### src/sv/crc32sr_pkg.sv
// Package for the CRC-32 stream receiver: beat types, codes and constants.
// Used by every module of the block and by its checker; depends on nothing.

package crc32sr_pkg;

	localparam int unsigned PAGE_BYTES = 256;

	localparam int unsigned SIZE_W   = 23;
	localparam int unsigned SLOT_W   = 8;
	localparam int unsigned LEN_W    = 9;
	localparam int unsigned CRC_W    = 32;
	localparam int unsigned BYTE_W   = 8;
	localparam int unsigned CFG_IDX_W  = 2;
	localparam int unsigned CFG_DATA_W = 32;

	localparam logic [CRC_W-1:0] CRC_POLY = 32'hEDB88320;
	localparam logic [CRC_W-1:0] CRC_ONES = 32'hFFFFFFFF;

	localparam logic CMD_START = 1'b0;
	localparam logic CMD_DATA  = 1'b1;

	localparam logic [1:0] ST_START_OK   = 2'd0;
	localparam logic [1:0] ST_START_BUSY = 2'd1;
	localparam logic [1:0] ST_BYTE_OK    = 2'd2;

	localparam logic [CFG_IDX_W-1:0] CFG_EXPECTED_SIZE = 2'd0;
	localparam logic [CFG_IDX_W-1:0] CFG_EXPECTED_CRC  = 2'd1;
	localparam logic [CFG_IDX_W-1:0] CFG_START_ADDR    = 2'd2;

	typedef struct packed {
		logic              command;
		logic [BYTE_W-1:0] data_byte;
	} in_item_t;

	typedef struct packed {
		logic [1:0]        status;
		logic [BYTE_W-1:0] byte_out;
		logic [SLOT_W-1:0] buffer_slot;
		logic              page_flush;
		logic [SIZE_W-1:0] page_address;
		logic [LEN_W-1:0]  page_length;
		logic [SIZE_W-1:0] received_count;
		logic              done_res;
		logic              crc_ok;
		logic [CRC_W-1:0]  final_crc;
	} out_item_t;

endpackage

### src/sv/crc32sr_crc_update.sv
// Byte-wide update of a reflected CRC-32, all eight bit steps done combinationally.
// Depends on crc32sr_pkg for the polynomial and widths.

module crc32sr_crc_update (
	input  logic [crc32sr_pkg::CRC_W-1:0]  crc,
	input  logic [crc32sr_pkg::BYTE_W-1:0] data,
	output logic [crc32sr_pkg::CRC_W-1:0]  crc_next
);

	logic [crc32sr_pkg::CRC_W-1:0] c;

	always_comb begin
		c = crc ^ {{(crc32sr_pkg::CRC_W - crc32sr_pkg::BYTE_W){1'b0}}, data};
		for (int k = 0; k < crc32sr_pkg::BYTE_W; k++) begin
			if (c[0]) begin
				c = (c >> 1) ^ crc32sr_pkg::CRC_POLY;
			end else begin
				c = c >> 1;
			end
		end
		crc_next = c;
	end

endmodule

### src/sv/crc32_stream_receiver.sv
// Top level of the CRC-32 stream receiver: handshakes, state and result register.
// Depends on crc32sr_pkg and crc32sr_crc_update.

// The item channel (item_valid, item_ready, item) carries one beat per command:
// a start command arms the block, a data command carries one payload byte.
// The result channel (result_valid, result_ready, result) returns at most one
// beat per item: start accepted, start rejected while busy, or byte accepted with
// its page slot, page flush request, running count and, on the last byte, the
// final CRC and its match flag. Data beats that arrive while idle give no result.
// The cfg port writes expected_size, expected_crc and write_start_address on any
// cycle with cfg_we high; it should only be used while no beat is in flight.
// An accepted item is held in an input register until the result register can
// take its result; result_valid is driven from the result register.
// One item is taken every cycle as long as the result side keeps up; the
// combinational CRC byte update allows this rate.
// When result_ready is low the result register holds its beat, the input
// register fills, and item_ready drops until the result is taken.
// Reset clears both registers' valid flags, returns the block to idle with the
// CRC at all ones and loads the configuration reset values.

module crc32_stream_receiver (
	input  logic                                   clk,
	input  logic                                   arst_n,
	input  logic                                   item_valid,
	output logic                                   item_ready,
	input  crc32sr_pkg::in_item_t                  item,
	output logic                                   result_valid,
	input  logic                                   result_ready,
	output crc32sr_pkg::out_item_t                 result,
	input  logic                                   cfg_we,
	input  logic [crc32sr_pkg::CFG_IDX_W-1:0]      cfg_addr,
	input  logic [crc32sr_pkg::CFG_DATA_W-1:0]     cfg_data
);

	localparam int unsigned SW = crc32sr_pkg::SIZE_W;
	localparam int unsigned LW = crc32sr_pkg::LEN_W;
	localparam int unsigned CW = crc32sr_pkg::CRC_W;
	localparam int unsigned PW = crc32sr_pkg::SLOT_W;

	logic [SW-1:0] exp_size_q;
	logic [CW-1:0] exp_crc_q;
	logic [SW-1:0] start_addr_q;

	logic          receiving_q;
	logic [CW-1:0] crc_q;
	logic [SW-1:0] count_q;
	logic [PW-1:0] fill_q;
	logic [SW-1:0] waddr_q;

	logic                  valid_s1;
	crc32sr_pkg::in_item_t item_s1;
	logic                   res_valid_q;
	crc32sr_pkg::out_item_t res_q;

	logic                   advance;
	logic                   fire;
	logic                   has_result;
	crc32sr_pkg::out_item_t res_d;
	logic [CW-1:0]          crc_next;
	logic [CW-1:0]          fin_crc;
	logic [LW-1:0]          fill;
	logic [SW-1:0]          count_next;
	logic                   done;
	logic                   flush;

	assign advance    = !res_valid_q || result_ready;
	assign item_ready = !valid_s1 || advance;
	assign fire       = valid_s1 && advance;

	crc32sr_crc_update u_crc (
		.crc      (crc_q),
		.data     (item_s1.data_byte),
		.crc_next (crc_next)
	);

	assign fill       = {1'b0, fill_q} + LW'(1);
	assign count_next = count_q + SW'(1);
	assign done       = count_next == exp_size_q;
	assign flush      = (fill >= LW'(crc32sr_pkg::PAGE_BYTES)) || done;
	assign fin_crc    = crc_next ^ crc32sr_pkg::CRC_ONES;

	always_comb begin
		res_d      = '0;
		has_result = 1'b1;
		if (item_s1.command == crc32sr_pkg::CMD_START) begin
			res_d.status = receiving_q ? crc32sr_pkg::ST_START_BUSY
			                           : crc32sr_pkg::ST_START_OK;
		end else if (!receiving_q) begin
			has_result = 1'b0;
		end else begin
			res_d.status         = crc32sr_pkg::ST_BYTE_OK;
			res_d.byte_out       = item_s1.data_byte;
			res_d.buffer_slot    = fill_q;
			res_d.received_count = count_next;
			if (flush) begin
				res_d.page_flush   = 1'b1;
				res_d.page_address = waddr_q;
				res_d.page_length  = fill;
			end
			if (done) begin
				res_d.done_res  = 1'b1;
				res_d.crc_ok    = fin_crc == exp_crc_q;
				res_d.final_crc = fin_crc;
			end
		end
	end

	always_ff @(posedge clk or negedge arst_n) begin
		if (!arst_n) begin
			exp_size_q   <= SW'(1);
			exp_crc_q    <= '0;
			start_addr_q <= '0;
		end else if (cfg_we) begin
			unique case (cfg_addr)
				crc32sr_pkg::CFG_EXPECTED_SIZE: exp_size_q   <= cfg_data[SW-1:0];
				crc32sr_pkg::CFG_EXPECTED_CRC:  exp_crc_q    <= cfg_data[CW-1:0];
				crc32sr_pkg::CFG_START_ADDR:    start_addr_q <= cfg_data[SW-1:0];
				default: ;
			endcase
		end
	end

	always_ff @(posedge clk or negedge arst_n) begin
		if (!arst_n) begin
			receiving_q <= 1'b0;
			crc_q       <= crc32sr_pkg::CRC_ONES;
			count_q     <= '0;
			fill_q      <= '0;
			waddr_q     <= '0;
		end else if (fire) begin
			if (item_s1.command == crc32sr_pkg::CMD_START) begin
				if (!receiving_q) begin
					receiving_q <= 1'b1;
					crc_q       <= crc32sr_pkg::CRC_ONES;
					count_q     <= '0;
					fill_q      <= '0;
					waddr_q     <= start_addr_q;
				end
			end else if (receiving_q) begin
				crc_q   <= crc_next;
				count_q <= count_next;
				if (flush) begin
					fill_q  <= '0;
					waddr_q <= waddr_q + SW'(fill);
				end else begin
					fill_q <= fill[PW-1:0];
				end
				if (done) begin
					receiving_q <= 1'b0;
				end
			end
		end
	end

	always_ff @(posedge clk or negedge arst_n) begin
		if (!arst_n) begin
			valid_s1    <= 1'b0;
			res_valid_q <= 1'b0;
		end else begin
			if (item_ready) begin
				valid_s1 <= item_valid;
			end
			if (advance) begin
				res_valid_q <= valid_s1 && has_result;
			end
		end
	end

	always_ff @(posedge clk) begin
		if (item_valid && item_ready) begin
			item_s1 <= item;
		end
		if (fire && has_result) begin
			res_q <= res_d;
		end
	end

	assign result_valid = res_valid_q;
	assign result       = res_q;

endmodule

### config.mk
export PLATFORM = sky130hd
export DESIGN_NAME = crc32_stream_receiver
export DESIGN_NICKNAME = d
export VERILOG_FILES = /design/src/sv/crc32sr_pkg.sv /design/src/sv/crc32sr_crc_update.sv /design/src/sv/crc32_stream_receiver.sv
export SDC_FILE = /design/constraint.sdc
export NUM_CORES = 1
export LEC_CHECK = 0
export BUFFER_PORTS_ARGS = -buffer_cell sky130_fd_sc_hd__buf_4
export CORE_ASPECT_RATIO = 0.9
export CORE_MARGIN = 2
export CORE_UTILIZATION = 55
export CTS_CLUSTER_SIZE = 30
export DETAILED_ROUTE_END_ITERATION = 7
export PLACE_DENSITY = 0.75
export REMOVE_ABC_BUFFERS = 1
export SETUP_SLACK_MARGIN = 0.02
export SLEW_MARGIN = 20
export SYNTH_ARGS = -nofsm -noshare
export SYNTH_HDL_FRONTEND = slang
export SYNTH_HIERARCHICAL = 1
export SYNTH_SLANG_ARGS = --single-unit
### constraint.sdc
create_clock -name clk -period 7.6 [get_ports clk]
set_input_delay 1.52 -clock clk [delete_from_list [all_inputs] [get_ports clk]]
set_output_delay 1.52 -clock clk [all_outputs]
set_load 0.01 [all_outputs]
==> results of run 1 <==
-- registers in the layout, indices dropped and copies added (netlist names) --
signal / flops
waddr_q: 23
valid_s1: 1
exp_size_q: 23
receiving_q: 1
item_s1: 9
result_valid: 1
start_addr_q: 23
result: 108
count_q: 23
exp_crc_q: 32
fill_q: 8
crc_q: 32
-- power by group --
| group | leakage, nW | switching (W) | internal (W) |
|---|---|---|---|
| sequential | 3.15 | 0.000222 | 0.00195 |
| combinational | 3.56 | 0.00143 | 0.00128 |
| clock | 0.487 | 0.000623 | 0.000838 |
| total | 7.19 | 0.00228 | 0.00407 |
-- cell usage in the layout (no fill, tap or decap), types with 16 or more instances in the layout --
| cell | instances |
|---|---|
| buf_4 | 170 |
| edfxtp_1 | 117 |
| o21ai_0 | 78 |
| nor2b_1 | 29 |
| nand2_1 | 142 |
| and2_1 | 39 |
| nand2b_1 | 16 |
| mux2i_1 | 16 |
| inv_1 | 25 |
| mux2_2 | 80 |
| nor2_1 | 91 |
| dfrtp_1 | 134 |
| o31ai_1 | 21 |
| clkbuf_16 | 30 |
| nor3_1 | 19 |
| a21oi_1 | 23 |
| nand4_1 | 23 |
| xor2_1 | 21 |
| xnor2_1 | 85 |
| nand3_1 | 30 |
| dfstp_2 | 33 |
-- metal layers --
metal | up-vias | share of wire, % | track usage, %
li1 | 4828 | - | -
met1 | 5164 | 46 | 40.78
met2 | 385 | 44 | 41.32
met3 | 55 | 7.1 | 4.346
met4 | 0 | 2.4 | 6.730
met5 | - | 0 | 0
-- Yosys cell counts, drive strengths merged (5+ instances only) --
master and n:
a211o 5, a21boi 5, a21oi 23, a221oi 5
and2 39, and3 12, and4 6, buf 13
clkbuf 54, dfrtp 134, dfstp 33, edfxtp 117
ha 15, inv 26, mux2 80, mux2i 16
nand2 142, nand2b 16, nand3 31, nand3b 6
nand4 24, nor2 92, nor2b 29, nor3 19
nor3b 5, nor4 15, o211ai 5, o21ai 79
o22ai 7, o31ai 21, or3 6, or4 5
xnor2 97, xnor3 15, xor2 22, xor3 9
-- final timing paths --
path | end | start | cells after the start | slack (ns)
max reg2reg | waddr_q[19]$_DFFE_PN0P_ | count_q[5]$_DFFE_PN0P_ | 9 | 2.88
min in group asynchronous | exp_crc_q[27]$_DFFE_PN0P_ | arst_n | 1 | 1.08
max | waddr_q[19]$_DFFE_PN0P_ | count_q[5]$_DFFE_PN0P_ | 9 | 2.88
min | crc_q[24]$_DFFE_PN1P_ | crc_q[24]$_DFFE_PN1P_ | 2 | 0.45
min reg2reg | crc_q[24]$_DFFE_PN1P_ | crc_q[24]$_DFFE_PN1P_ | 2 | 0.45
max in group asynchronous | start_addr_q[12]$_DFFE_PN0P_ | arst_n | 2 | 5.04
-- cell families after synthesis --
group,Yosys count,share of synthesized area (%)
compound gates,188,8.315
xor+xnor,143,11.90
fa+ha+maj,16,1.422
buf+inv,94,2.518
flops,284,52.93
mux,96,7.262
simple gates,455,15.65
-- through the flow --
stage / hold slack, ns / setup WS, ns
final: 0.4530 / 2.881
after global routing: 0.4763 / 2.495
after CTS: 0.4568 / 2.952
after detailed placement: 0.4453 / 2.965
after global placement: 0.4415 / 3.054
after floorplan: 0.4350 / 0.7569
-- critical path, delay by kind of cell, from the launching register on --
kind	cells	cell delay, ns
AOI/OAI and AO/OA	2	0.87
DFF	1	0.70
and+or+nand+nor	7	3.01
-- layout make-up --
type | instances | area (µm²) | area share [%]
clock buffer | 37 | 817.0 | 4.780
sequential | 284 | 7734 | 45.24
inverter | 27 | 101.3 | 0.5929
multi-input combinational | 898 | 6526 | 38.18
tap | 348 | 435.4 | 2.547
timing repair buffer | 172 | 1299 | 7.598
clock inverter | 19 | 181.4 | 1.061
==> impl_metrics.tcl, run 1 <==
set metrics [dict create \
    syn-mean-instance-area_um2 11.45 \
    grt_pass1_wl_um 57820 \
    yosys-top-cells-area "edfxtp_1, dfrtp_1, mux2_2" \
    dp.cells 1728 \
    maxCapViolations 0 \
    dieArea_um2 27890 \
    cts_tree "built" \
    max_slew_margin_pct 33.67 \
    fin_nets 1477 \
    vias_per_cell 5.844 \
    p_leak_nw 7.193 \
    synth_top_area_cell "edfxtp_1" \
    drt-initial-drc-count 1076 \
    crit_fanout 16 \
    ctsRootBufferMaster "clkbuf_16" \
    path_cells "nand4_4 > or4_1 > or3_4 > a311o_1 > nor4b_2 > nand4_1 > nand2_1 > nand2_1 > a2111oi_1" \
    clk_path_buf_depth 3 \
    path_class "register to register" \
    post-cts-setup-buffer-count 0 \
    critPathCaptureType "register" \
    grt_max_degree 99 \
    crit_path_frequent_cell "nand2_1" \
    instances_no_fill 1785 \
    grtUsageTotal_pct 27.07 \
    netlist.area_leader.share_pct 24.05 \
    overflow 0 \
    syn_to_final_growth_pct 17.00 \
    layout_min_cycle_time_ns 4.719 \
    final-max-slew-violation-count 0 \
    syn_inst 1276 \
    layout-drive-gt1-share_pct 25.26 \
    arrival_ns 5.14 \
    synth_seq_area_share_pct 52.93 \
    io_pins 158 \
    status "complete, no violations" \
    drc 0 \
    critPathLaunchType "register" \
    setup-tns-final_ns 0 \
    synth.distinct_cells 77 \
    clock_skew_ns 0.01417 \
    start_util_pct 56.05 \
    first_global_vias 9923 \
    postCtsResizedCells 0 \
    die_x_um 175.8 \
    async_flop_share_pct 58.80 \
    hold_viol 0 \
    power_w 0.006344 \
    core-area_um2 26070 \
    powerDensity_nw_per_um2 371.1 \
    drtPass1Iterations 5 \
    worst_pin_slew_ns 0.9950 \
    clock.fmax_ghz 0.2119 \
    antenna_found_initial 1 \
    synth_edf_count 117 \
    stdcell_area_um2 17090 \
    htree_num_levels 1 \
    cpPeakStageDelay_ns 0.70 \
    cts_buffers 30 \
    vias 10430 \
    ctsHoldBuffers 0 \
    hp-class "register to register" \
    fin_util_pct 65.58 \
    synth_warnings 6 \
    clock_latency_ns 0.56 \
    place_congestion 0.9293 \
    fillers 2069 \
    peakVddDrop_mv 0.2681 \
    rsz0062_at_grt "false" \
    cts.clk_slew.worst_paths_ns 0.06 \
    worstPathRequired_ns 8.02 \
    netlist_area_um2 14610 \
    wl_per_cell_um 20.92 \
    setup_viol 0 \
    io_buffers 157 \
    dpl_cell_area_um2 16080 \
    die_y_um 158.6 \
    diodes 0 \
    synth_seq_cells 284 \
    drt_wl_total_um 37340 \
    clock_sink_count 284 \
    dp_hpwl_um 26310 \
    rows 56 \
    period_share_pct 62.09 \
    critPathSlowestCell "dfrtp_1" \
    ant_nets 0 \
    synthFlopType "dfrtp_1" \
]
Power figures use the tool's default switching activity.
==> inputs of run 2 (changes only) <==
clock period = 4.7 ns   (was 7.6 ns; I/O delays follow)
==> impl_metrics.tcl, run 2 (synthesis gave the netlist of run 1 again) <==
set metrics [dict create \
    worstPathRequired_ns 4.95 \
    powerDensity_nw_per_um2 599.1 \
    stdcell_area_um2 17130 \
    p_int_w 0.006595 \
    die_x_um 175.8 \
    wl_per_cell_um 21.39 \
    rsz0062_at_grt "false" \
    regToRegSetupSlack_ns 0.63 \
    worst_pin_slew_ns 1.072 \
    syn_to_final_growth_pct 17.26 \
    drc 0 \
    reg2reg_from "count_q[0]$_DFFE_PN0P_" \
    critPathLaunchType "register" \
    overflow 0 \
    grt_max_degree 82 \
    p_leak_nw 7.228 \
    drtPass1Iterations 5 \
    diodes 0 \
    io_pins 158 \
    layout-drive-gt1-share_pct 25.29 \
    antenna_found_initial 0 \
    ctsHoldBuffers 0 \
    clock.fmax_ghz 0.2458 \
    critPathCaptureType "register" \
    dpl_cell_area_um2 16170 \
    period_share_pct 86.55 \
    fin_util_pct 65.73 \
    reg2regPathDepth 10 \
    layout_min_cycle_time_ns 4.068 \
    clock_sink_count 284 \
    cts_buffers 28 \
    start_util_pct 56.05 \
    grtUsageTotal_pct 27.65 \
    postCtsResizedCells 0 \
    clock_skew_ns 0.01535 \
    final_cell_mix "buf_4, nand2_1, dfrtp_1" \
    final-max-slew-violation-count 0 \
    dieArea_um2 27890 \
    core-area_um2 26070 \
    cts.clk_slew.worst_paths_ns 0.06 \
    peakVddDrop_mv 0.4761 \
    arrival_ns 4.31 \
    r2r_end "result[81]$_SDFFCE_PN0P_" \
    clock_latency_ns 0.55 \
    p_seq_share_pct 34.3 \
    power_frac_clock_pct 22.7 \
    maxCapViolations 0 \
    io_buffers 157 \
    rows 56 \
    final_common_cell "buf_4" \
    max_slew_margin_pct 28.52 \
    first_global_vias 10020 \
    status "complete, no violations" \
    p_comb_share_pct 43.0 \
    drt-initial-drc-count 875 \
    hp-class "primary input to asynchronous set/reset pin" \
    vias_per_cell 5.864 \
    crit_fanout 29 \
    dp_hpwl_um 27330 \
    setup_viol 0 \
    fillers 2031 \
    instances_no_fill 1791 \
    final.setup.worst_slack_ns 0.6320 \
    vias 10500 \
    swShare_pct 35.75 \
    dp.cells 1739 \
    htree_num_levels 1 \
    largest_register_ffs 108 \
    post-cts-setup-buffer-count 0 \
    ctsRootBufferMaster "clkbuf_16" \
    switchingPower_w 0.003670 \
    setup-tns-final_ns 0 \
    hold_viol 0 \
    path_class "register to register" \
    fin_nets 1485 \
    ant_nets 0 \
    place_congestion 0.9531 \
    pre_cts_slack_ns 0.6641 \
    cts_tree "built" \
    grt_pass1_wl_um 58660 \
    clk_path_buf_depth 3 \
    die_y_um 158.6 \
    drt_wl_total_um 38310 \
]
[run 2: cell count changes in the layout (fill, tap and decap cells not counted)]
cell,delta
clkbuf_8,-1
clkinv_1,+2
bufinv_16,+1
clkinv_2,-2
clkinvlp_4,-2
clkinv_4,-1
clkbuf_1,+2
buf_4,+10
inv_6,-2
clkinv_8,-1
[run 2: worst max-delay path, stage by stage, from the launching register on]
cell	delay, ns
dfrtp_1	0.52
ha_1	0.34
and4_1	0.42
nand4_1	0.36
nor2_1	0.42
xnor2_1	0.19
a22oi_1	0.11
and4_1	0.26
nand4_1	0.15
and2_1	0.86
nor2b_1	0.12
[run 2: final cells by class]
type	instances	area [µm²]	share of cell area (%)
repair buffers	182	1374	8.019
multi-input cells	898	6526	38.09
well taps	348	435.4	2.541
inverters	27	101.3	0.5915
clock buffers	38	810.8	4.732
clock inverters	14	151.4	0.8837
flip-flops and latches	284	7734	45.14
[run 2: per-layer routing]
metal	track usage [%]	wire length [µm]	up-vias
met1	41.85	17900	5242
met5	0	0	-
met3	4.202	2551	57
li1	-	-	4837
met4	7.005	966	0
met2	42.05	16890	367
[run 2: worst max-delay path by stage]
stage / start / to / slack (ns) / cells after the start
2_1_floorplan: result_ready / result[0]$_SDFFCE_PN0P_ / -1.56 / 3
3_3_place_gp: count_q[5]$_DFFE_PN0P_ / waddr_q[19]$_DFFE_PN0P_ / 0.75 / 9
3_5_place_dp: count_q[0]$_DFFE_PN0P_ / result[81]$_SDFFCE_PN0P_ / 0.66 / 10
4_1_cts: count_q[0]$_DFFE_PN0P_ / result[81]$_SDFFCE_PN0P_ / 0.64 / 10
5_1_grt: count_q[0]$_DFFE_PN0P_ / result[73]$_SDFFCE_PN0P_ / 0.29 / 10
6_report: count_q[0]$_DFFE_PN0P_ / result[81]$_SDFFCE_PN0P_ / 0.63 / 10
[run 2: power groups by stage]
| stage | registers (W) | clock network, W | logic, W |
|---|---|---|---|
| 2_1_floorplan | 0.00352 | 0 | 0.00318 |
| 3_3_place_gp | 0.00353 | 0 | 0.00433 |
| 3_5_place_dp | 0.00356 | 0 | 0.00435 |
| 4_1_cts | 0.00351 | 0.00236 | 0.00439 |
| 5_1_grt | 0.00357 | 0.00245 | 0.00471 |
| 6_report | 0.00352 | 0.00233 | 0.00442 |
[run 2: per-stage QoR]
step	hold WS (ns)	power, W
after global placement	0.4419	0.007863
after detailed placement	0.4509	0.007908
after global routing	0.4704	0.01074
after CTS	0.4609	0.01026
final	0.4476	0.01026
after floorplan	0.4350	0.006702
